## config.mk

```make
export PLATFORM = sky130hd
export DESIGN_NAME = led_strip_effect_generator_unit
export DESIGN_NICKNAME = d
export VERILOG_FILES = /design/src/hw/rtl/lseg_pkg.sv /design/src/hw/rtl/lseg_ram.sv /design/src/hw/rtl/led_strip_effect_generator_unit.sv
export SDC_FILE = /design/constraint.sdc
export NUM_CORES = 1
export LEC_CHECK = 0
export BUFFER_PORTS_ARGS = -buffer_cell sky130_fd_sc_hd__buf_2
export CELL_PAD_IN_SITES_DETAIL_PLACEMENT = 1
export CELL_PAD_IN_SITES_GLOBAL_PLACEMENT = 1
export CORE_MARGIN = 4
export CORE_UTILIZATION = 54
export DETAILED_ROUTE_END_ITERATION = 12
export PLACE_DENSITY_LB_ADDON = 0.05
export SLEW_MARGIN = 20
export SYNTH_ARGS = -nofsm -noshare
export SYNTH_HDL_FRONTEND = slang
export SYNTH_HIERARCHICAL = 1
export SYNTH_SLANG_ARGS = --single-unit
```

## constraint.sdc

```tcl
create_clock -name clk -period 9 [get_ports clk]
set_input_delay 0.9 -clock clk [delete_from_list [all_inputs] [get_ports clk]]
set_output_delay 0.9 -clock clk [all_outputs]
set_load 0.02 [all_outputs]
```

## src/hw/rtl/lseg_pkg.sv

```systemverilog
`timescale 1ns / 1ps

package lseg_pkg;

	// effect codes
	localparam logic [1:0] FUNC_WIPE     = 2'd0;
	localparam logic [1:0] FUNC_CHASE    = 2'd1;
	localparam logic [1:0] FUNC_RAINBOW  = 2'd2;
	localparam logic [1:0] FUNC_RB_CHASE = 2'd3;

	// wheel segment bounds and counter limits
	localparam logic [7:0] SEG_ONE      = 8'd85;
	localparam logic [7:0] SEG_TWO      = 8'd170;
	localparam logic [7:0] LEVEL_MAX    = 8'd255;
	localparam logic [8:0] HUE_MOD      = 9'd255;
	localparam logic [1:0] PHASE_LAST   = 2'd2;
	localparam logic [3:0] ROUNDS_LAST  = 4'd9;

	typedef struct packed {
		logic [1:0]  func;
		logic [23:0] color;
	} in_t;

	typedef struct packed {
		logic [4:0] pixel_index;
		logic [7:0] red;
		logic [7:0] green;
		logic [7:0] blue;
		logic       last_pixel;
	} out_t;

	// hue wheel: three linear segments over 0..255
	function automatic logic [23:0] wheel(input logic [7:0] pos);
		logic [7:0] q;
		logic [7:0] seg;
		logic [7:0] up;
		logic [7:0] dn;
		logic [23:0] rgb;
		q = ~pos;
		if (q < SEG_ONE) begin
			seg = q;
		end else if (q < SEG_TWO) begin
			seg = q - SEG_ONE;
		end else begin
			seg = q - SEG_TWO;
		end
		up = (seg << 1) + seg;
		dn = LEVEL_MAX - up;
		if (q < SEG_ONE) begin
			rgb = {dn, 8'd0, up};
		end else if (q < SEG_TWO) begin
			rgb = {8'd0, up, dn};
		end else begin
			rgb = {up, dn, 8'd0};
		end
		return rgb;
	endfunction

endpackage

```

## src/hw/rtl/lseg_ram.sv

```systemverilog
`timescale 1ns / 1ps

module lseg_ram #(
	parameter int WIDTH = 24,
	parameter int DEPTH = 24
) (
	input  logic                     clk,
	input  logic                     we,
	input  logic [$clog2(DEPTH)-1:0] waddr,
	input  logic [WIDTH-1:0]         wdata,
	input  logic                     re,
	input  logic [$clog2(DEPTH)-1:0] raddr,
	output logic [WIDTH-1:0]         rdata
);

	logic [WIDTH-1:0] mem [DEPTH];

	// one write port, one registered read port that holds when idle
	always_ff @(posedge clk) begin
		if (we) begin
			mem[waddr] <= wdata;
		end
		if (re) begin
			rdata <= mem[raddr];
		end
	end

endmodule

```

## src/hw/rtl/led_strip_effect_generator_unit.sv

```systemverilog
`timescale 1ns / 1ps

// LED strip effect generator. Each request is one animation step (wipe, chase,
// rainbow or rainbow chase) and answers with the whole frame, PIXELS results
// in pixel order with last_pixel set on the final one. The frame sits in a
// single-port-read memory; every step sweeps it once, reading, recolouring,
// emitting and writing back one pixel per cycle while the output is not
// stalled, and the next request is taken only after the final pixel has left
// the memory stage. The frame reads as black after reset through per-pixel
// valid bits; there is no clearing pass.
module led_strip_effect_generator_unit
	import lseg_pkg::*;
#(
	parameter int PIXELS = 24
) (
	input  logic clk,
	input  logic arst_n,
	input  logic in_valid,
	output logic in_stall,
	input  in_t  in_data,
	output logic out_valid,
	input  logic out_stall,
	output out_t out_data
);

	localparam int IW = $clog2(PIXELS);
	localparam int CW = $clog2(PIXELS + 1);
	localparam logic [CW-1:0] PIX_END  = CW'(PIXELS);
	localparam logic [IW-1:0] PIX_LAST = IW'(PIXELS - 1);

	logic              busy_q;
	logic [1:0]        func_q;
	logic [23:0]       color_q;
	logic [IW-1:0]     wpos_q;
	logic [1:0]        cphase_q;
	logic [3:0]        crounds_q;
	logic [7:0]        hue_q;
	logic [1:0]        rphase_q;
	logic [CW-1:0]     ptr_q;
	logic [1:0]        ptr_mod_q;
	logic [PIXELS-1:0] vld_q;

	logic              valid_s1;
	logic [IW-1:0]     idx_s1;
	logic [1:0]        mod_s1;

	logic              out_valid_q;
	out_t              out_data_q;

	logic              accept;
	logic              adv;
	logic              rd_go;
	logic              wr_go;
	logic              done;
	logic [23:0]       rdata;
	logic [23:0]       old_px;
	logic [23:0]       emit_px;
	logic [23:0]       keep_px;
	logic [8:0]        hsum;
	logic [8:0]        hrc;
	logic [8:0]        hrc_mod;
	logic [IW+4:0]     idx_ext;

	assign accept    = in_valid && !busy_q;
	assign in_stall  = busy_q;
	assign adv       = !out_valid_q || !out_stall;
	assign rd_go     = busy_q && (ptr_q != PIX_END) && (!valid_s1 || adv);
	assign wr_go     = valid_s1 && adv;
	assign done      = wr_go && (idx_s1 == PIX_LAST);
	assign out_valid = out_valid_q;
	assign out_data  = out_data_q;

	lseg_ram #(
		.WIDTH(24),
		.DEPTH(PIXELS)
	) u_frame (
		.clk  (clk),
		.we   (wr_go),
		.waddr(idx_s1),
		.wdata(keep_px),
		.re   (rd_go),
		.raddr(ptr_q[IW-1:0]),
		.rdata(rdata)
	);

	// per-pixel recolouring of the word just read
	always_comb begin
		old_px  = vld_q[idx_s1] ? rdata : 24'd0;
		hsum    = 9'(idx_s1) + 9'(hue_q);
		hrc     = hsum - 9'(rphase_q);
		hrc_mod = (hrc >= HUE_MOD) ? (hrc - HUE_MOD) : hrc;
		emit_px = old_px;
		keep_px = old_px;
		case (func_q)
			FUNC_WIPE: begin
				if (idx_s1 == wpos_q) begin
					emit_px = color_q;
				end
				keep_px = emit_px;
			end
			FUNC_CHASE: begin
				emit_px = (mod_s1 == cphase_q) ? color_q : 24'd0;
				keep_px = emit_px;
			end
			FUNC_RAINBOW: begin
				emit_px = wheel(hsum[7:0]);
				keep_px = emit_px;
			end
			FUNC_RB_CHASE: begin
				if (mod_s1 == rphase_q) begin
					emit_px = wheel(hrc_mod[7:0]);
					keep_px = 24'd0;
				end
			end
			default: begin
				emit_px = old_px;
				keep_px = old_px;
			end
		endcase
		idx_ext = {5'd0, idx_s1};
	end

	// request intake and sweep control
	always_ff @(posedge clk or negedge arst_n) begin
		if (!arst_n) begin
			busy_q    <= 1'b0;
			ptr_q     <= '0;
			ptr_mod_q <= 2'd0;
			valid_s1  <= 1'b0;
		end else begin
			if (accept) begin
				busy_q    <= 1'b1;
				ptr_q     <= '0;
				ptr_mod_q <= 2'd0;
			end else if (done) begin
				busy_q <= 1'b0;
			end
			if (rd_go) begin
				ptr_q     <= ptr_q + CW'(1);
				ptr_mod_q <= (ptr_mod_q == PHASE_LAST) ? 2'd0 : ptr_mod_q + 2'd1;
				valid_s1  <= 1'b1;
			end else if (adv) begin
				valid_s1 <= 1'b0;
			end
		end
	end

	// latched request and read-stage tags
	always_ff @(posedge clk) begin
		if (accept) begin
			func_q  <= in_data.func;
			color_q <= in_data.color;
		end
		if (rd_go) begin
			idx_s1 <= ptr_q[IW-1:0];
			mod_s1 <= ptr_mod_q;
		end
	end

	// pixel valid bits, frame reads black until written
	always_ff @(posedge clk or negedge arst_n) begin
		if (!arst_n) begin
			vld_q <= '0;
		end else if (wr_go) begin
			vld_q[idx_s1] <= 1'b1;
		end
	end

	// effect counters, advanced once the final pixel is out
	always_ff @(posedge clk or negedge arst_n) begin
		if (!arst_n) begin
			wpos_q    <= '0;
			cphase_q  <= 2'd0;
			crounds_q <= 4'd0;
			hue_q     <= 8'd0;
			rphase_q  <= 2'd0;
		end else if (done) begin
			case (func_q)
				FUNC_WIPE: begin
					wpos_q <= (wpos_q == PIX_LAST) ? '0 : wpos_q + IW'(1);
				end
				FUNC_CHASE: begin
					if (cphase_q == PHASE_LAST) begin
						cphase_q  <= 2'd0;
						crounds_q <= (crounds_q == ROUNDS_LAST) ? 4'd0 : crounds_q + 4'd1;
					end else begin
						cphase_q <= cphase_q + 2'd1;
					end
				end
				FUNC_RAINBOW: begin
					hue_q <= hue_q + 8'd1;
				end
				FUNC_RB_CHASE: begin
					rphase_q <= (rphase_q == PHASE_LAST) ? 2'd0 : rphase_q + 2'd1;
					hue_q    <= hue_q + 8'd1;
				end
				default: begin
					hue_q <= hue_q;
				end
			endcase
		end
	end

	// output register
	always_ff @(posedge clk or negedge arst_n) begin
		if (!arst_n) begin
			out_valid_q <= 1'b0;
		end else if (adv) begin
			out_valid_q <= valid_s1;
		end
	end

	always_ff @(posedge clk) begin
		if (wr_go) begin
			out_data_q.pixel_index <= idx_ext[4:0];
			out_data_q.red         <= emit_px[23:16];
			out_data_q.green       <= emit_px[15:8];
			out_data_q.blue        <= emit_px[7:0];
			out_data_q.last_pixel  <= (idx_s1 == PIX_LAST);
		end
	end

	// checks
	a_s1_in_sweep: assert property (@(posedge clk) disable iff (!arst_n)
		valid_s1 |-> busy_q)
		else $error("read stage holds a pixel outside a sweep");

	a_done_idle: assert property (@(posedge clk) disable iff (!arst_n)
		done |=> !busy_q && !valid_s1)
		else $error("sweep did not close after the final pixel");

	a_accept_start: assert property (@(posedge clk) disable iff (!arst_n)
		accept |=> busy_q && (ptr_q == '0) && !valid_s1)
		else $error("sweep did not start from pixel zero");

endmodule
```

==> out/metrics.csv, run 1 <==
metric,value,unit
ys_warn_count,6,
setup_slack,0.578,ns
insertion_delay,0.64,ns
required,9.38,ns
p_per_area,445,mW/mm²
finalWirelength,82800,µm
setup_tns,0,ns
max_slew.worst_pin.slew,1.02,ns
fin_skew,0.0337,ns
ys_async_sr_fraction,7.14,%
num_vias,17800,
dieWidth,247,µm
dp_cells,2664,
area_delta_synth_final,12.7,%
ant_nets,0,
period_share,93.6,%
cp_max_fo,19,
setup_viol,0,
cpMostUsedCell,inv_1,
holdCritPathClass,in -> async,
gp_congestion,0.850,
worst_r2r_path_depth,36,
drive_gt1_share,20.6,%
whs,0.389,ns
met2_wirelength,41700,µm
netlist_instances,1874,
cts_resized,0,
drt_first_pass_iters,5,
antenna_found_initial,1,
final_common_cell,edfxtp_1,
regToRegEndpoint,out_data[8],
path_class,reg -> reg,
htreeDepth,3,
slew_violations,0,
post-place-ws,0.682,ns
rsz0062_at_grt,false,
ys_seq_area_share,68.7,%
die_y,247,µm
synth_compound_area_share,7.81,%
muxShareOfSynthArea,12.1,%
synthAdderAreaFrac,2.01,%
status,finished clean,
coreArea,0.0565,mm²
path_clk_slew,0.07,ns
layout_common_cells,"edfxtp_1, mux2i_1, nand2_1",
postCtsSetupRepairBufs,0,
wl_per_cell,29.5,µm
grt_max_degree,82,
slowest_stage,fa_1,
cts_buffer_depth,3,
syn_area,0.0308,mm²
num_rows,87,
arrival,8.81,ns
port_buffers,61,
hold_violations,0,
p_leak,11.9,nW
tritoncts,built,
highest_layer,met4,
vias_per_cell,6.36,
grt_pass1_vias,18700,
slew_headroom,30.9,%
cts_root_buffer,clkbuf_16,
maxCapViolCount,0,
m1WireLength,33300,µm
synth_xor_area_share,1.89,%
critPathMaxStageDelay,0.56,ns
cts_sinks,714,
synth.lib_cells_used.distinct,81,
r2r_setup_slack,0.58,ns
ioPinCount,62,
hpwlAfterDp,50200,µm
fmax,119,MHz
synth_top_family_by_area,multiplexers,
syn_area_per_cell,16.4,µm²
overflow,0,
syn_nets,1951,
numCtsBuffers,77,
ys.flop_type,edfxtp_1,
fillers,5017,
wl_met3,5060,µm
drc,0,
crit_path_end_kind,flop,
synth_edf_count,663,
grt_pass1_wl,123000,µm
critPathLaunchType,flop,
cts_hold_buffers,0,
period_minus_slack,8.42,ns
peakVddDrop,0.000476,V
initial_utilization,54.6,%
synth_simple_gate_area_share,5.16,%
final_cells,2806,
r2r-start,hue_q[0],
finalNetCount,2065,
ys_ff_latch,714,
power,15.5,mW
die_area,0.0610,mm²
first_iter_violations,1523,
grt_usage,27.7,%
-- stage by stage --
step | area (µm²) | utilization, %
floorplan | 30800 | -
CTS | 34700 | 61.5
finish | 34700 | 61.5
detailed placement | 32200 | 57.0
global placement | 32200 | 57.0
global route | 34700 | 61.5
-- synth_stat cells (5+ instances only) --
cell         n  area share [%]
ha_1        43             1.7
a21oi_1     55            0.89
o21ai_0     45            0.73
nand2_1    105             1.3
nor3_1      17            0.28
nand3b_1     6            0.15
o21ai_1      6           0.097
mux4_2     102             7.5
xor2_1      23            0.65
o21bai_1    19            0.46
nand2b_1     9            0.18
a22oi_1     31            0.76
mux2i_1    136             4.4
o211ai_1    28            0.68
edfxtp_1   663              65
o311ai_1    25            0.71
and2_1       6            0.12
buf_2       21            0.34
a2bb2oi_1   26            0.74
xnor2_1     36             1.0
a221oi_1    13            0.37
dfrtp_1     51             4.1
nor2b_1     11            0.22
nor2_1      94             1.1
or3_1        5            0.10
nand3_1     55            0.89
a31oi_1      7            0.14
clkbuf_1    43            0.52
a21o_1      32            0.78
or2_2        5            0.10
buf_4       11            0.27
mux2_2       7            0.26
buf_6       17            0.62
inv_1       36            0.44
a211oi_1     5            0.12
-- flip-flops by register name, summed over array words and instances (netlist names) --
signal         count
ptr_q              5
idx_s1             5
mod_s1             2
valid_s1           1
ptr_mod_q          2
wpos_q             5
color_q           24
u_frame/mem      576
cphase_q           2
in_stall           1
u_frame/rdata     24
func_q             2
out_valid          1
hue_q              8
rphase_q           2
vld_q             24
out_data          30
-- critical path, delay by kind of cell (launching register included) --
kind                     cells  cell delay (ns)
AO/OA/AOI/OAI               13             2.55
adder cells (fa/ha/maj)      6             2.09
XOR/XNOR                     3             1.12
AND/OR/NAND/NOR              6             1.00
buffers and inverters        7             0.83
flip-flops                   1             0.42
multiplexers                 1             0.15
-- worst max path at each step --
stage                   start  cells past startpoint  slack [ns]     endpoint
floorplan           idx_s1[1]                     34        1.49  out_data[8]
global placement     hue_q[0]                     36        0.93  out_data[8]
detailed placement   hue_q[0]                     36        0.68  out_data[8]
CTS                  hue_q[0]                     36        0.63  out_data[8]
global route         hue_q[0]                     36       0.008  out_data[8]
finish               hue_q[0]                     36        0.58  out_data[8]
-- layer usage --
layer | vias to the layer above | global-route usage (%)
met5 | - | 0
met4 | 0 | 8.83
met3 | 162 | 4.61
met2 | 609 | 47.0
met1 | 9407 | 37.0
li1 | 7663 | -
-- power by group --
| group | internal (mW) | leakage (nW) | switching, mW |
|---|---|---|---|
| registers | 4.95 | 6.75 | 0.325 |
| logic | 2.58 | 3.97 | 4.47 |
| clock network | 1.81 | 1.22 | 1.33 |
-- area by class of cell --
| class | instances | area (µm²) | area share, % |
|---|---|---|---|
| antenna | 1 | 2.50 | 0.00720 |
| inverter | 37 | 139 | 0.400 |
| timing repair buffer | 131 | 841 | 2.42 |
| tap | 756 | 946 | 2.72 |
| multi-input combinational | 1027 | 9070 | 26.1 |
| sequential | 714 | 21200 | 61.0 |
| clock inverter | 53 | 554 | 1.60 |
| clock buffer | 87 | 1980 | 5.71 |
-- kinds of logic (layout without fill, tap and decap cells) --
group | after synthesis | in the layout
simple gates | 339 | 339
buf+inv | 133 | 308
compound gates | 333 | 333
mux | 245 | 245
other cells | 0 | 1
fa+ha+maj | 47 | 47
flops | 714 | 714
xor+xnor | 63 | 63
(Power assumes the default switching activity.)
==> run 2, diff against run 1 <==
- CORE_UTILIZATION: 54 -> 58
- RECOVER_POWER: default -> 25
- REMOVE_ABC_BUFFERS: default -> 1
- clock period: 9 -> 10.6 ns (I/O delays scaled with it)
==> run 2 against run 1 <==
  * The run now ends with capacitance limit, slew limit left
  * First-iteration DRC count rose by 32%
  * Utilization rose by 3.7 points
  * Clock skew rose by 0.0062 ns
  * Worst hold slack improved by 0.072 ns
  * Final area fell by 1.3%
  * Sequential share of layout area rose by 0.78 points
  * Count of clock-buffer cells in the layout rose by 8
  * Register-to-register slack improved by 0.76 ns
  * Non-clock buffer count fell by 9
  * Combinational power fell by 16%
  * Critical path type unchanged
  * Highest routed layer is now met5
==> out/metrics.csv, run 2 (synthesis gave the netlist of run 1 again) <==
metric,value,unit,change
status,"complete, but fails checks",,
failed_checks,"capacitance limit, slew limit",,
holdCritPathClass,reg -> reg,,
insertion_delay,0.64,ns,about the same
ioPinCount,62,,unchanged
power_frac_comb,45.5,%,about the same
pwr-share-seq,34.9,%,+0.8 points
drc,0,,unchanged
hpwlAfterDp,53300,µm,+6.1%
postCtsSetupRepairBufs,0,,unchanged
num_rows,84,,-3.4%
critPathMaxStageDelay,0.88,ns,+0.32 ns
peakVddDrop,0.000291,V,-39%
p_sw,5.19,mW,-15%
p_int,7.81,mW,-16%
slew_violations,425,,+425
critPathLaunchType,flop,,
cts_root_buffer,clkbuf_16,,
tritoncts,built,,
finalWirelength,90500,µm,+9.3%
setup_tns,0,ns,unchanged
period_share,87.4,%,-6.2 points
layout_common_cells,"edfxtp_1, mux2i_1, nand2_1",,
initial_utilization,58.6,%,+4.1 points
cts_sinks,714,,unchanged
num_vias,18300,,+2.5%
fin_skew,0.0399,ns,+0.00623 ns
p_leak,11.6,nW,-2.4%
required,10.98,ns,+1.60 ns
wl_per_cell,33.2,µm,+13%
antenna_found_initial,4,,+3
area_delta_synth_final,11.2,%,
max_slew.worst_pin.slew,3.09,ns,+2.07 ns
r2r_setup_slack,1.34,ns,+0.76 ns
gp_congestion,0.925,,+8.8%
largest_reg_flops,576,,unchanged
first_iter_violations,2015,,+32%
htreeDepth,3,,unchanged
cts_buffer_depth,3,,unchanged
setup_viol,0,,unchanged
fmax,108,MHz,-9.1%
p_clk_share,19.6,%,-0.7 points
final_cells,2724,,-2.9%
port_buffers,61,,unchanged
maxCapViolCount,17,,+17
post-place-ws,1.47,ns,+0.792 ns
p_per_area,379,mW/mm²,-15%
die_y,239,µm,-3.4%
die_area,0.0569,mm²,-6.7%
numCtsBuffers,73,,-5.2%
cts_resized,0,,unchanged
period_minus_slack,9.26,ns,+0.839 ns
crit_path_end,out_data[8],,
whs,0.460,ns,+0.0716 ns
overflow,0,,unchanged
path_clk_slew,0.06,ns,about the same
final_common_cell,edfxtp_1,,
drt_first_pass_iters,5,,unchanged
grt_usage,32.5,%,+4.8 points
vias_per_cell,6.71,,+5.6%
grt_pass1_vias,19500,,+4.1%
arrival,9.64,ns,+0.83 ns
power,13.0,mW,-16%
grt_pass1_wl,134000,µm,+8.6%
rsz0062_at_grt,false,,
coreArea,0.0526,mm²,-7.0%
grt_max_degree,57,,-30%
drive_gt1_share,16.3,%,-4.4 points
cts_hold_buffers,0,,unchanged
dieWidth,239,µm,-3.4%
swShare,39.9,%,+0.24 points
startpoint,idx_s1[0],,
ant_nets,0,,unchanged
dp_cells,2588,,-2.9%
r2r-start,idx_s1[0],,
cpMostUsedCell,inv_1,,
slew_headroom,-106,%,-140 points
slowest_stage,edfxtp_1,,
path_class,reg -> reg,,
regMostFlops,u_frame/mem,,
cp_max_fo,19,,unchanged
finalNetCount,2052,,-0.63%
setup_slack,1.34,ns,+0.761 ns
crit_path_end_kind,flop,,
worst_r2r_path_depth,34,,-5.6%
regToRegEndpoint,out_data[8],,
hold_violations,0,,unchanged
-- run 2: cell count changes in the layout (fill, tap and decap cells not counted), moves of 5 or more --
cell	before	now
a21oi_1	47	53
a21oi_2	7	1
nor2_1	70	82
nor2_2	24	7
nor2_4	1	6
clkbuf_1	8	73
buf_2	61	17
buf_4	68	51
clkinv_1	21	16
-- run 2: worst max-delay path, delay by kind of cell (launching register included) --
family	cells	cell delay [ns]
xor+xnor	2	0.61
compound gates	12	3.01
buf+inv	6	0.55
simple gates	6	1.18
mux	2	0.53
fa+ha+maj	6	2.27
flops	1	0.88
-- run 2: routing by layer --
layer	up-vias	track usage (%)	part of all wire, %
met5	-	0	0.014
met4	2	11.9	4.4
met3	234	6.70	8.3
met2	909	53.5	49
met1	9505	43.8	38
li1	7632	-	-
-- run 2: cell type report --
cell class	instances	area, µm²
Timing Repair Buffer	122	671
Inverter	37	139
Multi-Input combinational cell	1027	9060
Clock inverter	40	414
Antenna cell	1	2.50
Tap cell	688	861
Fill cell	4648	18300
Clock buffer	95	1950
Sequential cell	714	21200
-- run 2: worst min path at each step --
stage / from / to / cells past startpoint
final: vld_q[15] / vld_q[15] / 1
after global routing: vld_q[12] / vld_q[12] / 1
after CTS: vld_q[19] / vld_q[19] / 1
after detailed placement: vld_q[11] / vld_q[11] / 1
after global placement: vld_q[10] / vld_q[10] / 1
after floorplan: vld_q[10] / vld_q[10] / 1
-- run 2: power groups by stage --
| stage | Combinational [mW] | Sequential [mW] | Clock, mW |
|---|---|---|---|
| after floorplan | 3.95 | 4.71 | 0 |
| after global placement | 5.59 | 4.56 | 0 |
| after detailed placement | 5.81 | 4.59 | 0 |
| after CTS | 5.87 | 4.54 | 2.58 |
| after global routing | 6.43 | 4.57 | 2.71 |
| final | 5.92 | 4.54 | 2.54 |
-- run 2: metrics by stage --
step / area (µm²) / utilization [%]
floorplan: 30300 / -
global placement: 32100 / 61.0
detailed placement: 32100 / 61.0
CTS: 34400 / 65.5
global route: 34300 / 65.2
finish: 34300 / 65.2
==> run 3, diff against run 2 <==
- CELL_PAD_IN_SITES_DETAIL_PLACEMENT: 1 -> 0
==> run 3 against run 2 <==
  * The run still ends with capacitance limit, slew limit left
  * Clock skew fell by 0.022 ns
  * Critical path type unchanged
  * Setup slack improved by 0.066 ns
  * Final cell count fell by 0.29%
  * Combinational power fell by 3%
  * Via count fell by 2.6%
  * Worst hold slack got worse by 0.0059 ns
  * Highest routed layer is now met4
  * Sequential power barely moved
==> out/metrics.csv, run 3 (synthesis gave the netlist of run 1 again) <==
metric,value,unit,change
p_sw,4.97,mW,-4.2%
fin_skew,0.0181,ns,-0.0219 ns
peakVddDrop,0.000317,V,+8.9%
num_rows,84,,unchanged
drc,0,,unchanged
required,10.96,ns,-0.02 ns
critPathLaunchType,flop,,
hold_violations,0,,unchanged
period_minus_slack,9.19,ns,-0.0660 ns
power_frac_comb,44.8,%,-0.7 points
fillers,3717,,-20%
cpMostUsedCell,inv_1,,
initial_utilization,58.6,%,unchanged
final-seq-area,0.0212,mm²,unchanged
regMostFlops,u_frame/mem,,
path_class,reg -> reg,,
dieWidth,239,µm,unchanged
multiInputGateArea,0.00905,mm²,about the same
largest_reg_flops,576,,unchanged
ioPinCount,62,,unchanged
setup_viol,0,,unchanged
swShare,38.7,%,-1.2 points
wl_per_cell,30.2,µm,-9.1%
cts_sinks,714,,unchanged
finalNetCount,2052,,unchanged
p_leak,11.7,nW,+0.20%
die_y,239,µm,unchanged
port_buffers,61,,unchanged
pwr-share-seq,35.3,%,+0.4 points
area_delta_synth_final,11.3,%,about the same
final_cells,2716,,-0.29%
setup_tns,0,ns,unchanged
num_vias,17800,,-2.6%
tritoncts,built,,
htreeDepth,3,,unchanged
cts_resized,0,,unchanged
finalWirelength,82000,µm,-9.4%
cts_hold_buffers,0,,unchanged
critPathMaxStageDelay,0.88,ns,about the same
p_int,7.86,mW,+0.55%
rsz0062_at_grt,false,,
holdCritPathClass,reg -> reg,,
max_slew.worst_pin.slew,3.02,ns,-0.0630 ns
setup_slack,1.41,ns,+0.0660 ns
coreArea,0.0526,mm²,unchanged
grt_pass1_vias,17700,,-9.5%
final_common_cell,edfxtp_1,,
cts_root_buffer,clkbuf_16,,
design_area,0.0343,mm²,about the same
ant_nets,0,,unchanged
slowest_stage,edfxtp_1,,
hpwlAfterDp,47800,µm,-10%
postCtsSetupRepairBufs,0,,unchanged
fmax,109,MHz,+0.72%
p_clk_share,19.9,%,+0.3 points
first_iter_violations,2220,,+10%
gp_congestion,0.925,,unchanged
drt_first_pass_iters,5,,unchanged
n_antenna_cell,0,,-1
grt_usage,29.2,%,-3.3 points
crit_path_end_kind,flop,,
cts_buffer_depth,3,,unchanged
grt_max_degree,57,,unchanged
slew_violations,438,,+3.1%
cp_max_fo,19,,unchanged
numCtsBuffers,73,,unchanged
arrival,9.55,ns,-0.09 ns
grt_pass1_wl,121000,µm,-9.7%
placed_area,0.0321,mm²,unchanged
die_area,0.0569,mm²,unchanged
failed_checks,"capacitance limit, slew limit",,
insertion_delay,0.62,ns,-0.02 ns
status,"complete, but fails checks",,
period_share,86.7,%,-0.62 points
post-place-ws,1.52,ns,+0.0432 ns
p_per_area,374,mW/mm²,-1.4%
slew_headroom,-102,%,+4.2 points
drive_gt1_share,16.6,%,+0.30 points
vias_per_cell,6.56,,-2.3%
maxCapViolCount,17,,unchanged
path_clk_slew,0.06,ns,about the same
dp_cells,2588,,unchanged
layout_common_cells,"edfxtp_1, mux2i_1, nand2_1",,
overflow,0,,unchanged
antenna_found_initial,0,,-4
==> run 3: changes by cell type in the layout (fill, tap and decap cells not counted), sizes merged <==
cell,delta
diode,-1
inv,-1
bufinv,+2
buf,+1
clkinv,-2
clkbuf,-7
==> run 3: worst max-delay path: cells and delay by family (launching register included) <==
kind,cells,cell delay (ns)
compound gates,13,2.93
xor+xnor,3,1.14
fa+ha+maj,6,2.24
buf+inv,6,0.56
flops,1,0.88
mux,1,0.14
simple gates,6,1.06
==> run 3: path summary, 6_finish.rpt <==
path / slack, ns / from / cells after the start / end
worst max-delay path: 1.41 / idx_s1[0] / 35 / out_data[8]
worst min-delay path: 0.45 / vld_q[19] / 1 / vld_q[19]
worst max register to register: 1.41 / idx_s1[0] / 35 / out_data[8]
worst min register to register: 0.45 / vld_q[19] / 1 / vld_q[19]
max in group asynchronous: 7.30 / arst_n / 2 / ptr_q[4]
min in group asynchronous: 1.47 / arst_n / 2 / ptr_q[3]
==> run 3: power groups by stage <==
stage	sequential, mW	clock [mW]	combinational, mW
2_1_floorplan	4.71	0	3.95
4_1_cts	4.53	2.60	5.73
5_1_grt	4.56	2.73	6.25
6_report	4.52	2.55	5.75
3_5_place_dp	4.58	0	5.69
3_3_place_gp	4.56	0	5.59
==> run 3: layout make-up <==
cell class	count	share of cell area (%)
sequential	714	61.8
clock inverter	39	1.24
multi-input combinational	1027	26.4
tap	688	2.51
inverter	37	0.405
timing repair buffer	122	1.96
clock buffer	89	5.71
==> run 3: metrics by stage <==
stage	hold WS (ns)	util, %	total power [mW]
floorplan	0.423	-	8.66
finish	0.454	65.3	12.8
detailed placement	0.441	61.0	10.3
global route	0.468	65.3	13.5
global placement	0.432	61.0	10.2
CTS	0.454	65.6	12.8
==> run 3: metal layers <==
layer  track usage [%]  up-vias  part of all wire (%)
met3              6.01      125                   8.4
li1                  -     7630                     -
met4              8.21        0                   3.0
met1              41.7     9252                    40
met5                 0        -                     0
met2              46.7      806                    48
